$ cat src/rtl/length_prefixed_message_deframer_top_defines.svh
// Assertion macros for the message deframer.
`ifndef LENGTH_PREFIXED_MESSAGE_DEFRAMER_TOP_DEFINES_SVH
`define LENGTH_PREFIXED_MESSAGE_DEFRAMER_TOP_DEFINES_SVH

`ifndef SYNTHESIS
// Same-cycle implication, checked out of reset.
`define LPMD_ASSERT_IMPLY(label, clk, rst_n, cond, expr) \
  label: assert property (@(posedge clk) disable iff (!rst_n) (cond) |-> (expr)) \
    else $error("deframer check failed");
// Next-cycle implication, checked out of reset.
`define LPMD_ASSERT_NEXT(label, clk, rst_n, cond, expr) \
  label: assert property (@(posedge clk) disable iff (!rst_n) (cond) |=> (expr)) \
    else $error("deframer check failed");
`else
`define LPMD_ASSERT_IMPLY(label, clk, rst_n, cond, expr)
`define LPMD_ASSERT_NEXT(label, clk, rst_n, cond, expr)
`endif

`endif

$ cat src/rtl/lpmd_pkg.sv
package lpmd_pkg;

  // Widths fixed by the stream format
  localparam int BYTE_W          = 8;
  localparam int MSG_LEN_W       = 32;
  localparam int LENGTH_BITS_DEF = 32;
  localparam int OUT_TDATA_W     = 48;

  // Input beat selector (tuser)
  typedef enum logic {
    MODE_FRAME_START = 1'b0,
    MODE_DATA        = 1'b1
  } mode_t;

  // Result kind (out tuser)
  typedef enum logic [1:0] {
    KIND_NONE    = 2'd0,
    KIND_BEGIN   = 2'd1,
    KIND_PAYLOAD = 2'd2,
    KIND_ERROR   = 2'd3
  } kind_t;

  typedef enum logic [1:0] {
    CAUSE_NONE      = 2'd0,
    CAUSE_BAD_FLAGS = 2'd1,
    CAUSE_BAD_COMP  = 2'd2,
    CAUSE_STICKY    = 2'd3
  } cause_t;

  // Header walk: compressed flag, four length bytes (MSB first), payload
  typedef enum logic [2:0] {
    PH_FLAG    = 3'd0,
    PH_LEN3    = 3'd1,
    PH_LEN2    = 3'd2,
    PH_LEN1    = 3'd3,
    PH_LEN0    = 3'd4,
    PH_PAYLOAD = 3'd5
  } phase_t;

  typedef struct packed {
    mode_t               mode;
    logic [BYTE_W-1:0]   data_byte;
    logic                last_in_frame;
  } item_t;

  typedef struct packed {
    kind_t                kind;
    logic [MSG_LEN_W-1:0] message_length;
    logic                 compressed;
    logic [BYTE_W-1:0]    payload_byte;
    logic                 message_end;
    cause_t               error_cause;
    logic                 stream_closed;
  } result_t;

  typedef struct packed {
    logic failed;
    logic in_payload;
  } status_t;

endpackage

$ cat src/rtl/lpmd_in_reg.sv
module lpmd_in_reg
  import lpmd_pkg::*;
(
  input  logic  clk,
  input  logic  rst_n,
  input  logic  s_valid,
  output logic  s_ready,
  input  item_t s_item,
  output logic  m_valid,
  input  logic  m_ready,
  output item_t m_item
);

  logic  valid_r;
  item_t item_r;

  // Take a new beat when empty or when the held one moves on
  assign s_ready = !valid_r || m_ready;
  assign m_valid = valid_r;
  assign m_item  = item_r;

  always_ff @(posedge clk) begin
    if (!rst_n) begin
      valid_r <= 1'b0;
    end else if (s_ready) begin
      valid_r <= s_valid;
    end
  end

  always_ff @(posedge clk) begin
    if (s_ready && s_valid) begin
      item_r <= s_item;
    end
  end

endmodule

$ cat src/rtl/lpmd_walk.sv
module lpmd_walk
  import lpmd_pkg::*;
#(
  parameter int LENGTH_BITS = LENGTH_BITS_DEF
) (
  input  logic    clk,
  input  logic    rst_n,
  input  logic    fire,
  input  item_t   item,
  output result_t res,
  output status_t stat
);

  localparam logic [MSG_LEN_W-1:0] LEN_MAX =
    MSG_LEN_W'((64'd1 << LENGTH_BITS) - 64'd1);

  phase_t                  phase_r, phase_nxt;
  logic                    comp_r, comp_nxt;
  logic [23:0]             len_hi_r, len_hi_nxt;
  logic [LENGTH_BITS-1:0]  rem_r, rem_nxt;
  logic                    eos_r, eos_nxt;
  logic                    failed_r, failed_nxt;

  logic [MSG_LEN_W-1:0]    full_len;
  logic [MSG_LEN_W-1:0]    sat_len;
  logic                    flags_bad;
  logic                    comp_bad;
  logic                    rem_last;

  // Length assembly and saturation to the counter range
  assign full_len  = {len_hi_r, item.data_byte};
  assign sat_len   = (full_len > LEN_MAX) ? LEN_MAX : full_len;
  assign flags_bad = |item.data_byte[BYTE_W-1:1];
  assign comp_bad  = |item.data_byte[BYTE_W-1:1];
  assign rem_last  = (rem_r == LENGTH_BITS'(1));

  assign stat.failed     = failed_r;
  assign stat.in_payload = (phase_r == PH_PAYLOAD);

  // Next state
  always_comb begin
    phase_nxt  = phase_r;
    comp_nxt   = comp_r;
    len_hi_nxt = len_hi_r;
    rem_nxt    = rem_r;
    eos_nxt    = eos_r;
    failed_nxt = failed_r;
    if (fire && !failed_r) begin
      if (item.mode == MODE_FRAME_START) begin
        if (flags_bad) begin
          failed_nxt = 1'b1;
        end else begin
          eos_nxt = item.data_byte[0];
        end
      end else begin
        case (phase_r)
          PH_LEN3: begin
            len_hi_nxt = {16'd0, item.data_byte};
            phase_nxt  = PH_LEN2;
          end
          PH_LEN2: begin
            len_hi_nxt = {len_hi_r[15:0], item.data_byte};
            phase_nxt  = PH_LEN1;
          end
          PH_LEN1: begin
            len_hi_nxt = {len_hi_r[15:0], item.data_byte};
            phase_nxt  = PH_LEN0;
          end
          PH_LEN0: begin
            rem_nxt   = sat_len[LENGTH_BITS-1:0];
            phase_nxt = (sat_len == '0) ? PH_FLAG : PH_PAYLOAD;
          end
          PH_PAYLOAD: begin
            rem_nxt = rem_r - LENGTH_BITS'(1);
            if (rem_last) begin
              phase_nxt = PH_FLAG;
            end
          end
          default: begin
            // compressed-flag byte; unused codes behave the same
            if (comp_bad) begin
              failed_nxt = 1'b1;
            end else begin
              comp_nxt  = item.data_byte[0];
              phase_nxt = PH_LEN3;
            end
          end
        endcase
      end
    end
  end

  // Result for the beat in the input register
  always_comb begin
    res = '0;
    if (failed_r) begin
      res.kind        = KIND_ERROR;
      res.error_cause = CAUSE_STICKY;
    end else if (item.mode == MODE_FRAME_START) begin
      if (flags_bad) begin
        res.kind        = KIND_ERROR;
        res.error_cause = CAUSE_BAD_FLAGS;
      end else begin
        res.stream_closed = item.last_in_frame && item.data_byte[0];
      end
    end else begin
      res.stream_closed = item.last_in_frame && eos_r;
      case (phase_r)
        PH_LEN3, PH_LEN2, PH_LEN1: begin
          res.kind = KIND_NONE;
        end
        PH_LEN0: begin
          res.kind           = KIND_BEGIN;
          res.message_length = sat_len;
          res.compressed     = comp_r;
          res.message_end    = (sat_len == '0);
        end
        PH_PAYLOAD: begin
          res.kind         = KIND_PAYLOAD;
          res.payload_byte = item.data_byte;
          res.message_end  = rem_last;
        end
        default: begin
          if (comp_bad) begin
            res.kind        = KIND_ERROR;
            res.error_cause = CAUSE_BAD_COMP;
          end
        end
      endcase
    end
  end

  always_ff @(posedge clk) begin
    if (!rst_n) begin
      phase_r  <= PH_FLAG;
      comp_r   <= 1'b0;
      rem_r    <= '0;
      eos_r    <= 1'b0;
      failed_r <= 1'b0;
    end else begin
      phase_r  <= phase_nxt;
      comp_r   <= comp_nxt;
      rem_r    <= rem_nxt;
      eos_r    <= eos_nxt;
      failed_r <= failed_nxt;
    end
  end

  // Upper length bytes: no reset, always rewritten before use
  always_ff @(posedge clk) begin
    len_hi_r <= len_hi_nxt;
  end

endmodule

$ cat src/rtl/lpmd_out_reg.sv
module lpmd_out_reg
  import lpmd_pkg::*;
(
  input  logic    clk,
  input  logic    rst_n,
  input  logic    s_valid,
  output logic    s_ready,
  input  result_t s_res,
  output logic    m_valid,
  input  logic    m_ready,
  output result_t m_res
);

  logic    valid_r;
  result_t res_r;

  // Load when empty or when the held result is taken this cycle
  assign s_ready = !valid_r || m_ready;
  assign m_valid = valid_r;
  assign m_res   = res_r;

  always_ff @(posedge clk) begin
    if (!rst_n) begin
      valid_r <= 1'b0;
    end else if (s_ready) begin
      valid_r <= s_valid;
    end
  end

  always_ff @(posedge clk) begin
    if (s_ready && s_valid) begin
      res_r <= s_res;
    end
  end

endmodule

$ cat src/rtl/length_prefixed_message_deframer_top.sv
// Channel | Dir | tdata                 | tuser | tlast
// in_     | in  | data_byte             | mode  | last_in_frame
// out_    | out | length/comp/byte/etc. | kind  | message_end
//
// One beat per cycle sustained while out_tready stays high.
// Input register, one step of header/payload logic, result register.
// rst_n clears the header walk, the error flag and both valid bits.
// A stall on out_tready holds the result and backs up into in_tready in the
// same cycle; no beat is dropped or repeated.
`include "length_prefixed_message_deframer_top_defines.svh"

module length_prefixed_message_deframer_top
  import lpmd_pkg::*;
#(
  parameter int LENGTH_BITS = LENGTH_BITS_DEF
) (
  input  logic                   clk,
  input  logic                   rst_n,
  input  logic                   in_tvalid,
  output logic                   in_tready,
  input  logic [BYTE_W-1:0]      in_tdata,   // [7:0] data_byte
  input  logic                   in_tuser,   // [0] mode
  input  logic                   in_tlast,   // last_in_frame
  output logic                   out_tvalid,
  input  logic                   out_tready,
  // [31:0] message_length, [32] compressed, [40:33] payload_byte,
  // [42:41] error_cause, [43] stream_closed, [47:44] zero
  output logic [OUT_TDATA_W-1:0] out_tdata,
  output logic [1:0]             out_tuser,  // [1:0] kind
  output logic                   out_tlast   // message_end
);

  item_t   in_item;
  item_t   s1_item;
  logic    s1_valid;
  logic    s2_ready;
  result_t step_res;
  result_t out_res;
  status_t stat;

  assign in_item.mode          = mode_t'(in_tuser);
  assign in_item.data_byte     = in_tdata;
  assign in_item.last_in_frame = in_tlast;

  lpmd_in_reg u_in_reg (
    .clk     (clk),
    .rst_n   (rst_n),
    .s_valid (in_tvalid),
    .s_ready (in_tready),
    .s_item  (in_item),
    .m_valid (s1_valid),
    .m_ready (s2_ready),
    .m_item  (s1_item)
  );

  lpmd_walk #(
    .LENGTH_BITS (LENGTH_BITS)
  ) u_walk (
    .clk   (clk),
    .rst_n (rst_n),
    .fire  (s1_valid && s2_ready),
    .item  (s1_item),
    .res   (step_res),
    .stat  (stat)
  );

  lpmd_out_reg u_out_reg (
    .clk     (clk),
    .rst_n   (rst_n),
    .s_valid (s1_valid),
    .s_ready (s2_ready),
    .s_res   (step_res),
    .m_valid (out_tvalid),
    .m_ready (out_tready),
    .m_res   (out_res)
  );

  // Pack result beat
  assign out_tdata = {4'd0, out_res.stream_closed, out_res.error_cause,
                      out_res.payload_byte, out_res.compressed,
                      out_res.message_length};
  assign out_tuser = out_res.kind;
  assign out_tlast = out_res.message_end;

  // Error state never clears without reset
  `LPMD_ASSERT_NEXT(a_fail_sticky, clk, rst_n, stat.failed, stat.failed)
  // End marker only on a begin or a payload byte
  `LPMD_ASSERT_IMPLY(a_end_kind, clk, rst_n, out_tvalid && out_tlast,
    out_tuser == KIND_BEGIN || out_tuser == KIND_PAYLOAD)
  // Error results always carry a cause
  `LPMD_ASSERT_IMPLY(a_err_cause, clk, rst_n, out_tvalid && out_tuser == KIND_ERROR,
    out_tdata[42:41] != CAUSE_NONE)
  // Once failed, every beat leaving the walk is an error
  `LPMD_ASSERT_IMPLY(a_fail_out, clk, rst_n, stat.failed && s1_valid,
    step_res.kind == KIND_ERROR)
  // Payload bytes only come out of the payload phase
  `LPMD_ASSERT_IMPLY(a_pay_phase, clk, rst_n, s1_valid && step_res.kind == KIND_PAYLOAD,
    stat.in_payload)

endmodule

$ cat config.mk
export PLATFORM = sky130hd
export DESIGN_NAME = length_prefixed_message_deframer_top
export DESIGN_NICKNAME = d
export VERILOG_FILES = /design/src/rtl/lpmd_pkg.sv /design/src/rtl/lpmd_in_reg.sv /design/src/rtl/lpmd_walk.sv /design/src/rtl/lpmd_out_reg.sv /design/src/rtl/length_prefixed_message_deframer_top.sv
export VERILOG_INCLUDE_DIRS = /design/src /design/src/rtl
export SDC_FILE = /design/constraint.sdc
export NUM_CORES = 1
export LEC_CHECK = 0
export BUFFER_PORTS_ARGS = -buffer_cell sky130_fd_sc_hd__buf_2
export CAP_MARGIN = 15
export CORE_ASPECT_RATIO = 1.25
export CORE_MARGIN = 2
export CORE_UTILIZATION = 40
export DETAILED_ROUTE_END_ITERATION = 8
export PLACE_DENSITY = 0.55
export RECOVER_POWER = 25
export SETUP_SLACK_MARGIN = 0.1
export SLEW_MARGIN = 0
export SYNTH_ARGS = -nofsm -noshare
export SYNTH_HDL_FRONTEND = slang
export SYNTH_SLANG_ARGS = --single-unit
$ cat constraint.sdc
create_clock -name clk -period 4 [get_ports clk]
set_input_delay 0 -clock clk [delete_from_list [all_inputs] [get_ports clk]]
set_output_delay 0 -clock clk [all_outputs]
set_load 0.05 [all_outputs]
==> results.toml, run 1 <==
[run_status]
status = "complete, no violations"

[grt]
grt_pass1_vias = 4226
grt.overflow.total = 0
antenna_found_initial = 0
grt.total_usage_pct = 20.62
grt_start_max_net_pins = 46
grt_pass1_wl_um = 22870

[critical_path]
crit_type = "reg -> reg"
cp-end-kind = "register"
cp.required_ns = 4.32
critical_path.startpoint = "u_in_reg.m_item[9]$_DFFE_PP_"
cp_max_fo = 45
critPathCapture = "u_walk.rem_r[3]$_SDFFE_PN0P_"
worstReg2RegEnd = "u_walk.rem_r[3]$_SDFFE_PN0P_"
start_kind = "register"
reg2reg_slack_ns = 1.30
critPathArrivalTime_ns = 3.02
crit-reg2reg-launch = "u_in_reg.m_item[9]$_DFFE_PP_"
r2r_cells = 6

[power_and_ir_drop]
vdd.ir_drop.worst_mv = 0.3040
power_mw = 3.270
p_leak_nw = 2.509
powerDensity_mw_per_mm2 = 493.1

[synthesis]
yosysWarnings = 0
synth-edff-count = 81
ys_seq_area_share_pct = 58.08
synth-seq-cells = 121
synth_area_leader_cell = "edfxtp_1"
synth_top_area_share_pct = 43.70
synth.most_common_cell = "edfxtp_1"
synth_common_cells = "edfxtp_1, and3_1, dfxtp_1, nor2_1, clkbuf_1"
synth_area_leaders = "edfxtp_1, dfxtp_1, and3_1"
async_flop_share_pct = 0
syn_inst = 506
synth_area_mm2 = 0.005567
synth.distinct_cells = 64
ys.flop_type = "edfxtp_1"
syn_avg_cell_area_um2 = 11.00

[cells_and_area]
final_util_pct = 48.43
diodes = 0
area_growth_pct = 19.13
final_cells = 758
layout.nets = 587
drive_gt1_share_pct = 13.55

[min_path]
whs_path_depth = 3
hold_class = "in -> reg"

[timing]
whs_ns = 0.03739
slew_viol_final = 0
relSlewSlack_pct = 36.95
fin_skew_ns = 0.008087
finalCriticalPeriod_ns = 2.697
setup_viol = 0
tightest_slew_ns = 0.9439
fin_setup_tns_ns = 0
rsz0062_at_grt = "false"
period_share_pct = 67.43
fmax_mhz = 370.8
hold_viol_final = 0

[place]
post-place-cells = 714
dp_hpwl_um = 9813
place_congestion = 0.8697
io_buffers = 62

[cts]
postCtsHoldBufs = 12
clock_sinks = 121
postCtsResizedCells = 0
cts-root-buf = "clkbuf_16"
cts_buffer_depth = 2
cts_buffers = 17
worstSkewPairLatency_ns = 0.42
postCtsSetupRepairBufs = 0
cts_tree = "done"
clk_pin_slew_ns = 0.06
cts_max_level = 4

[flow_run]
maxCapViolations = 0

[floorplan]
rows = 48
die_area_mm2 = 0.01488
core_region_area_mm2 = 0.01369
die_w_um = 109.5
die_h_um = 135.9
start_util_pct = 40.65
ios = 67

[detailed_routing]
dr.pass1.iters = 5
route.vias.total = 4371
wl_per_cell_um = 19.45
routed_wl_um = 14750
drt_iter0_drc = 281
drc = 0
via_per_inst = 5.766
drtAntennaViolNets = 0
==> flip-flops by register name, indices dropped and copies added (netlist names) <==
name and cells:
u_in_reg.m_item 10, u_in_reg.m_valid 1, u_out_reg.m_res 47, u_out_reg.m_valid 1, u_walk.comp_r 1, u_walk.eos_r 1, u_walk.failed_r 1, u_walk.len_hi_r 24
u_walk.phase_r 3, u_walk.rem_r 32
==> worst min-delay path by stage <==
stage | from | end | slack [ns]
after global routing | out_tready | u_out_reg.m_valid$_SDFFE_PN0P_ | 0.05
final | out_tready | u_out_reg.m_valid$_SDFFE_PN0P_ | 0.04
after floorplan | in_tlast | u_in_reg.m_item[0]$_DFFE_PP_ | 0.1
after CTS | out_tready | u_out_reg.m_valid$_SDFFE_PN0P_ | 0.02
after global placement | in_tdata[1] | u_in_reg.m_item[2]$_DFFE_PP_ | 0.18
after detailed placement | in_tdata[7] | u_in_reg.m_item[8]$_DFFE_PP_ | 0.18
==> cells in the final DEF, fill, tap and decap left out, types with 13 or more instances in the layout <==
| cell type | netlist | final |
|---|---|---|
| a21oi_1 | 30 | 30 |
| o21ai_0 | 19 | 19 |
| nand2_1 | 26 | 26 |
| dfxtp_1 | 40 | 40 |
| buf_2 | 3 | 20 |
| nor2_1 | 33 | 32 |
| edfxtp_1 | 81 | 81 |
| clkbuf_16 | 0 | 17 |
| clkbuf_1 | 32 | 43 |
| nor3_1 | 26 | 25 |
| nor4_1 | 13 | 13 |
| and3_1 | 43 | 43 |
| and2_1 | 21 | 21 |
==> worst max-delay path, stage by stage (launching register included) <==
cell	delay, ns
edfxtp_1	0.51
nor2b_2	0.19
buf_4	0.35
nand4_1	0.51
nor2_1	0.64
a22oi_1	0.14
a21boi_0	0.25
==> layout make-up <==
cell class                      count  area (um2)
Clock buffer                       17       425.4
Clock inverter                     14       128.9
Fill cell                        1285        7062
Inverter                            4       15.01
Multi-Input combinational cell    344        2168
Sequential cell                   121        3233
Tap cell                          175       219.0
Timing Repair Buffer               83       441.7
==> metrics by stage <==
step	setup WS (ns)	instance area [um2]
detailed placement	1.363	6006
global placement	1.461	6006
global route	1.066	6631
floorplan	0.4681	5578
CTS	1.310	6680
finish	1.303	6631
==> cells by family (layout without fill, tap and decap cells) <==
kind of cell	after synthesis	after routing	share of synthesized area, %
AOI/OAI and AO/OA	111	111	13.80
adders and majority gates	2	2	0.4495
buffers and inverters	44	118	3.439
DFF	121	121	58.08
muxes	9	9	1.641
other	1	4	0.06737
and+or+nand+nor	218	218	22.52
==> report_power, final <==
| group | leakage, nW | total (mW) | switching, mW | internal [mW] |
|---|---|---|---|---|
| registers | 1.09 | 1.43 | 0.0461 | 1.38 |
| logic | 1.14 | 0.409 | 0.279 | 0.130 |
| clock network | 0.270 | 1.43 | 0.581 | 0.853 |
==> layer usage <==
| layer | GRT usage [%] | vias to the layer above | share of wire, % |
|---|---|---|---|
| met3 | 4.123 | 29 | 3.5 |
| li1 | - | 2072 | - |
| met4 | 10.83 | 0 | 3.2 |
| met1 | 26.49 | 2149 | 43 |
| met2 | 32.65 | 121 | 50 |
| met5 | 0 | - | 0 |
Note: power is estimated with default switching activity, not from simulation.
==> run 2: changes to the inputs <==
ABC_AREA = 1   (was default)
clock period = 2.56 ns   (was 4 ns; I/O delays follow)
==> run 2 against run 1 <==
  * Combinational power decreased by 43%
  * Synthesized cell count increased by 36%
  * Clock power increased by 64%
  * Critical endpoint is now u_out_reg.m_res[46]$_SDFFCE_PP1P_
==> results.toml, run 2 <==
[run_status]
status = "complete, no violations"

[min_path]
min-delay-start = "in_tdata[3]"
hold_class = "in -> reg"
whs_path_depth = 2
hold_path_end = "u_in_reg.m_item[4]$_DFFE_PP_"

[floorplan]
core_region_area_mm2 = 0.01393
rows = 48
die_h_um = 138.0
die_area_mm2 = 0.01533
ios = 67
start_util_pct = 41.21
die_w_um = 111.2

[detailed_routing]
dr.pass1.iters = 5
wl_per_cell_um = 16.22
drt_iter0_drc = 291
drtAntennaViolNets = 0
routed_wl_um = 15500
drc = 0
route.vias.total = 4867
via_per_inst = 5.091

[place]
preCtsSetupSlack_ns = 0.6024
io_buffers = 62
dp_hpwl_um = 11100
place_congestion = 0.8798

[synthesis]
syn_avg_cell_area_um2 = 8.370
synth_common_cells = "nor2_1, nand2_1, edfxtp_1, inv_1"
async_flop_share_pct = 0
yosysWarnings = 0
synth_area_leaders = "edfxtp_1, dfxtp_1, nor2_1"
syn_inst = 686
ys.flop_type = "edfxtp_1"
synth_area_mm2 = 0.005742
synth.most_common_cell = "nor2_1"
synth-edff-count = 81
synth.distinct_cells = 29
synth-seq-cells = 121
synth_area_leader_cell = "edfxtp_1"
ys_seq_area_share_pct = 56.31
synth_top_area_share_pct = 42.36

[timing]
fmax_mhz = 499.3
hold_viol_final = 0
setup_viol = 0
finalCriticalPeriod_ns = 2.003
fin_skew_ns = 0.01034
rsz0062_at_grt = "false"
period_share_pct = 78.24
slew_viol_final = 0
relSlewSlack_pct = 58.31
tightest_slew_ns = 0.6238
fin_ws_ns = 0.5572
fin_setup_tns_ns = 0

[power_and_ir_drop]
powerDensity_mw_per_mm2 = 684.3
vdd.ir_drop.worst_mv = 0.4578
p_leak_nw = 2.903

[cts]
postCtsResizedCells = 0
cts-root-buf = "clkbuf_16"
clock_sinks = 121
cts_tree = "done"
cts_buffers = 17
worstSkewPairLatency_ns = 0.42
cts_buffer_depth = 2
cts_max_level = 4
clk_pin_slew_ns = 0.06
postCtsSetupRepairBufs = 0

[critical_path]
crit_chain = "nor2_1 > nand2_1 > nor2_1 > nor2_1 > nor3_1 > o21ai_0"
crit-reg2reg-launch = "u_in_reg.m_item[2]$_DFFE_PP_"
reg2reg_slack_ns = 0.56
slowest_delay_ns = 0.52
crit_type = "reg -> reg"
cp_max_fo = 6
worstReg2RegEnd = "u_out_reg.m_res[46]$_SDFFCE_PP1P_"
cp-end-kind = "register"
slowest_stage = "edfxtp_1"
critPathArrivalTime_ns = 2.14
cp_common_cell = "nor2_1"
start_kind = "register"
cp.required_ns = 2.69
r2r_cells = 6

[grt]
grt.overflow.total = 0
grt_pass1_wl_um = 25300
grt.total_usage_pct = 21.46
grt_pass1_vias = 4879
grt_start_max_net_pins = 46
antenna_found_initial = 0

[flow_run]
maxCapViolations = 0

[cells_and_area]
largest_reg_flops = 47
area_growth_pct = 20.14
final_cell_mix = "nand2_1, nor2_1, edfxtp_1"
diodes = 0
layout.nets = 785
fillers = 1353
drive_gt1_share_pct = 10.50
run 2: critical path, delay by kind of cell (launching register included):
family / cells / cell delay, ns
flip-flops: 1 / 0.52
AO/OA/AOI/OAI: 1 / 0.19
AND/OR/NAND/NOR: 5 / 1.00
run 2: power breakdown:
group	switching (mW)	internal, mW	leakage [nW]	total, mW
clock	0.916	1.43	0.276	2.35
sequential	0.0209	2.12	1.09	2.14
combinational	0.184	0.0489	1.54	0.233
run 2: worst max-delay path by stage:
stage | start | end | slack, ns | cells past startpoint
6_report | u_in_reg.m_item[2]$_DFFE_PP_ | u_out_reg.m_res[46]$_SDFFCE_PP1P_ | 0.56 | 6
5_1_grt | u_in_reg.m_item[2]$_DFFE_PP_ | u_out_reg.m_res[46]$_SDFFCE_PP1P_ | 0.19 | 6
4_1_cts | u_in_reg.m_item[7]$_DFFE_PP_ | u_out_reg.m_res[46]$_SDFFCE_PP1P_ | 0.55 | 6
3_5_place_dp | u_in_reg.m_item[7]$_DFFE_PP_ | u_out_reg.m_res[46]$_SDFFCE_PP1P_ | 0.60 | 6
3_3_place_gp | u_in_reg.m_item[6]$_DFFE_PP_ | u_out_reg.m_res[46]$_SDFFCE_PP1P_ | 0.62 | 6
2_1_floorplan | u_out_reg.m_valid$_SDFFE_PN0P_ | u_walk.len_hi_r[0]$_DFFE_PP_ | 0.22 | 5
run 2: kinds of logic (layout without fill, tap and decap cells):
kind of cell	after synthesis	in the layout	synth area share, %
DFF	121	121	56.31
xor gates and xnor gates	2	2	0.3051
AOI/OAI and AO/OA	112	112	10.96
adders and majority gates	2	2	0.4358
other	1	4	0.06531
and+or+nand+nor	345	345	24.30
buffers and inverters	103	195	7.627
run 2: cell type report:
type | count | area, um2 | share of cell area, %
sequential | 121 | 3233 | 46.87
multi-input combinational | 465 | 2085 | 30.22
timing repair buffer | 87 | 496.7 | 7.201
clock buffer | 17 | 425.4 | 6.167
inverter | 77 | 289.0 | 4.190
tap | 175 | 219.0 | 3.174
clock inverter | 14 | 150.1 | 2.177
run 2: timing repair:
item | 4_1_cts | 5_1_grt
endpoints found under the hold margin | 22 | 0
endpoints found under the setup margin | 0 | 0
hold buffers | 15 | 0
run 2: routing by layer:
layer | up-vias | track usage, % | wire [um]
li1 | 2419 | - | -
met1 | 2299 | 24.14 | 6443
met2 | 121 | 39.43 | 8089
met3 | 28 | 3.759 | 444
met4 | 0 | 10.77 | 526
met5 | - | 0 | 0
run 2: through the flow:
stage | std cells | hold slack, ns | cell area [um2] | total power, mW | util (%)
after floorplan | 689 | 0.09887 | 5753 | 2.341 | -
after global placement | 910 | 0.1776 | 6223 | 2.400 | 44.67
after detailed placement | 910 | 0.1791 | 6223 | 2.402 | 44.67
after CTS | 956 | 0.2765 | 6949 | 4.757 | 49.87
after global routing | 956 | 0.2903 | 6898 | 4.851 | 49.51
final | 956 | 0.2919 | 6898 | 4.720 | 49.51
==> run 3: changes to the inputs <==
PLACE_DENSITY = 0.57   (was 0.55)
clock period = 1.8 ns   (was 2.56 ns; I/O delays follow)
==> run 3 against run 2 <==
  * Non-clock buffer count grew 29
  * Combinational power grew 52%
  * Cell count grew 3.1%
  * Setup slack lost 0.44 ns
  * Critical endpoint is now u_in_reg.m_valid$_SDFFE_PN0N_
==> results.toml, run 3 (synthesized netlist as in run 2, its figures left out) <==
[timing]
slew_viol_final = 0
fin_ws_ns = 0.1148
hold_viol_final = 0
relSlewSlack_pct = 58.06
fin_skew_ns = 0.009427
finalCriticalPeriod_ns = 1.685
rsz0062_at_grt = "true"
period_share_pct = 93.62
setup_viol = 0
fmax_mhz = 593.4
fin_setup_tns_ns = 0
tightest_slew_ns = 0.6318

[detailed_routing]
wl_per_cell_um = 16.53
dr.pass1.iters = 5
drt_iter0_drc = 318
routed_wl_um = 16300
drc = 0
route.vias.total = 4970
via_per_inst = 5.041
drtAntennaViolNets = 0

[cells_and_area]
diodes = 0
layout_commonest_cell = "nand2_1"
layout.nets = 814
finalInstanceArea_mm2 = 0.007269
fillers = 1370
final_cell_mix = "nand2_1, nor2_1, edfxtp_1"
drive_gt1_share_pct = 15.41
area_growth_pct = 26.61
largest_reg_flops = 47

[critical_path]
reg2reg_slack_ns = 0.18
start_kind = "input port"
slowest_delay_ns = 0.56
cp.required_ns = 2.16
r2r_cells = 9
cp-end-kind = "register"
crit_type = "in -> reg"
worstReg2RegEnd = "u_walk.rem_r[11]$_SDFFE_PN0P_"
crit-reg2reg-launch = "u_in_reg.m_item[9]$_DFFE_PP_"
cp_max_fo = 11
cp_common_cell = "dlygate4sd3_1"
critPathArrivalTime_ns = 2.05
slowest_stage = "dlygate4sd3_1"
crit_chain = "dlygate4sd3_1 > clkbuf_1 > inv_1 > a21oi_1 > dlygate4sd3_1"

[grt]
antenna_found_initial = 0
grt_pass1_vias = 4960
grt_start_max_net_pins = 42
use_met2_pct = 40.18
use_met3_pct = 4.983
use_met1_pct = 24.34
grt.total_usage_pct = 21.91
busiest_layer = "met2"
grt.overflow.total = 0
grt_pass1_wl_um = 25630

[cts]
cts_max_level = 4
cts_buffers = 17
cts_tree = "done"
clk_pin_slew_ns = 0.06
worstSkewPairLatency_ns = 0.42
clock_sinks = 121
cts_buffer_depth = 2
cts-root-buf = "clkbuf_16"

[floorplan]
ios = 67
rows = 48
die_area_mm2 = 0.01533
core_region_area_mm2 = 0.01393
start_util_pct = 41.21
die_h_um = 138.0
die_w_um = 111.2

[place]
place_congestion = 0.8939
post_dp_cell_area_mm2 = 0.006461
preCtsSetupSlack_ns = 0.06704
dp_hpwl_um = 11570
io_buffers = 62

[min_path]
whs_path_depth = 2
min-delay-start = "in_tuser"
hold_path_end = "u_in_reg.m_item[9]$_DFFE_PP_"
hold_class = "in -> reg"

[power_and_ir_drop]
powerDensity_mw_per_mm2 = 942.4
p_leak_nw = 3.054
vdd.ir_drop.worst_mv = 0.6479

[flow_run]
maxCapViolations = 0

[run_status]
status = "complete, no violations"
==> run 3: cell types whose count changed in the layout (fill, tap and decap cells not counted), sizes merged <==
cell         before  now
clkbuf           58   69
dlygate4sd3      15   14
inv              80   79
bufinv            2    3
buf              31   51
==> run 3: cell type report <==
cell class | count | area, um2 | area share, %
flip-flops and latches | 121 | 3237 | 44.53
well taps | 175 | 219.0 | 3.012
multi-input cells | 465 | 2173 | 29.90
clock inverters | 14 | 170.2 | 2.341
clock buffers | 18 | 429.2 | 5.904
repair buffers | 116 | 745.7 | 10.26
inverters | 77 | 295.3 | 4.062
==> run 3: worst max-delay path, delay by kind of cell <==
kind	cells	cell delay (ns)
AO/OA/AOI/OAI	1	0.19
buffers and inverters	4	1.84
==> run 3: timing repair <==
action / CTS / global route
hold buffers: 14 / 0
setup buffers: 0 / 6
hold endpoints to repair: 22 / 0
gates cloned: 0 / 1
endpoints found under the setup margin: 4 / 33
gates resized for setup: 1 / 29
pin swaps: 0 / 5
==> run 3: power by group <==
part / switching [mW] / internal (mW) / total, mW
Clock: 1.28 / 2.18 / 3.46
Combinational: 0.278 / 0.0777 / 0.355
Sequential: 0.0246 / 3.01 / 3.04
Total: 1.58 / 5.27 / 6.85
==> run 3: metrics by stage <==
step           power [mW]  util [%]  std cells  hold slack (ns)
2_1_floorplan       3.333         -        689          0.09887
3_3_place_gp        3.430     46.37        933           0.1762
3_5_place_dp        3.434     46.37        933           0.1781
4_1_cts             6.913     51.70        979           0.2726
5_1_grt             7.071     52.17        986           0.2705
6_report            6.851     52.17        986           0.2832
==> run 3: worst max path at each step <==
stage,start,end,slack [ns],depth (start not counted)
2_1_floorplan,u_out_reg.m_valid$_SDFFE_PN0P_,u_walk.eos_r$_SDFFE_PN0P_,-0.05,7
3_3_place_gp,u_in_reg.m_item[5]$_DFFE_PP_,u_out_reg.m_res[46]$_SDFFCE_PP1P_,0.11,6
3_5_place_dp,u_in_reg.m_item[5]$_DFFE_PP_,u_out_reg.m_res[45]$_SDFFCE_PP1P_,0.07,6
4_1_cts,u_in_reg.m_item[9]$_DFFE_PP_,u_walk.rem_r[5]$_SDFFE_PN0P_,0.11,10
5_1_grt,u_in_reg.m_item[9]$_DFFE_PP_,u_walk.rem_r[8]$_SDFFE_PN0P_,0.03,9
6_report,rst_n,u_in_reg.m_valid$_SDFFE_PN0N_,0.11,5
==> run 3: routing by layer <==
layer | vias up | wire length, um
met5 | - | 0
met3 | 31 | 564
met4 | 0 | 466
li1 | 2476 | -
met2 | 122 | 8591
met1 | 2341 | 6676
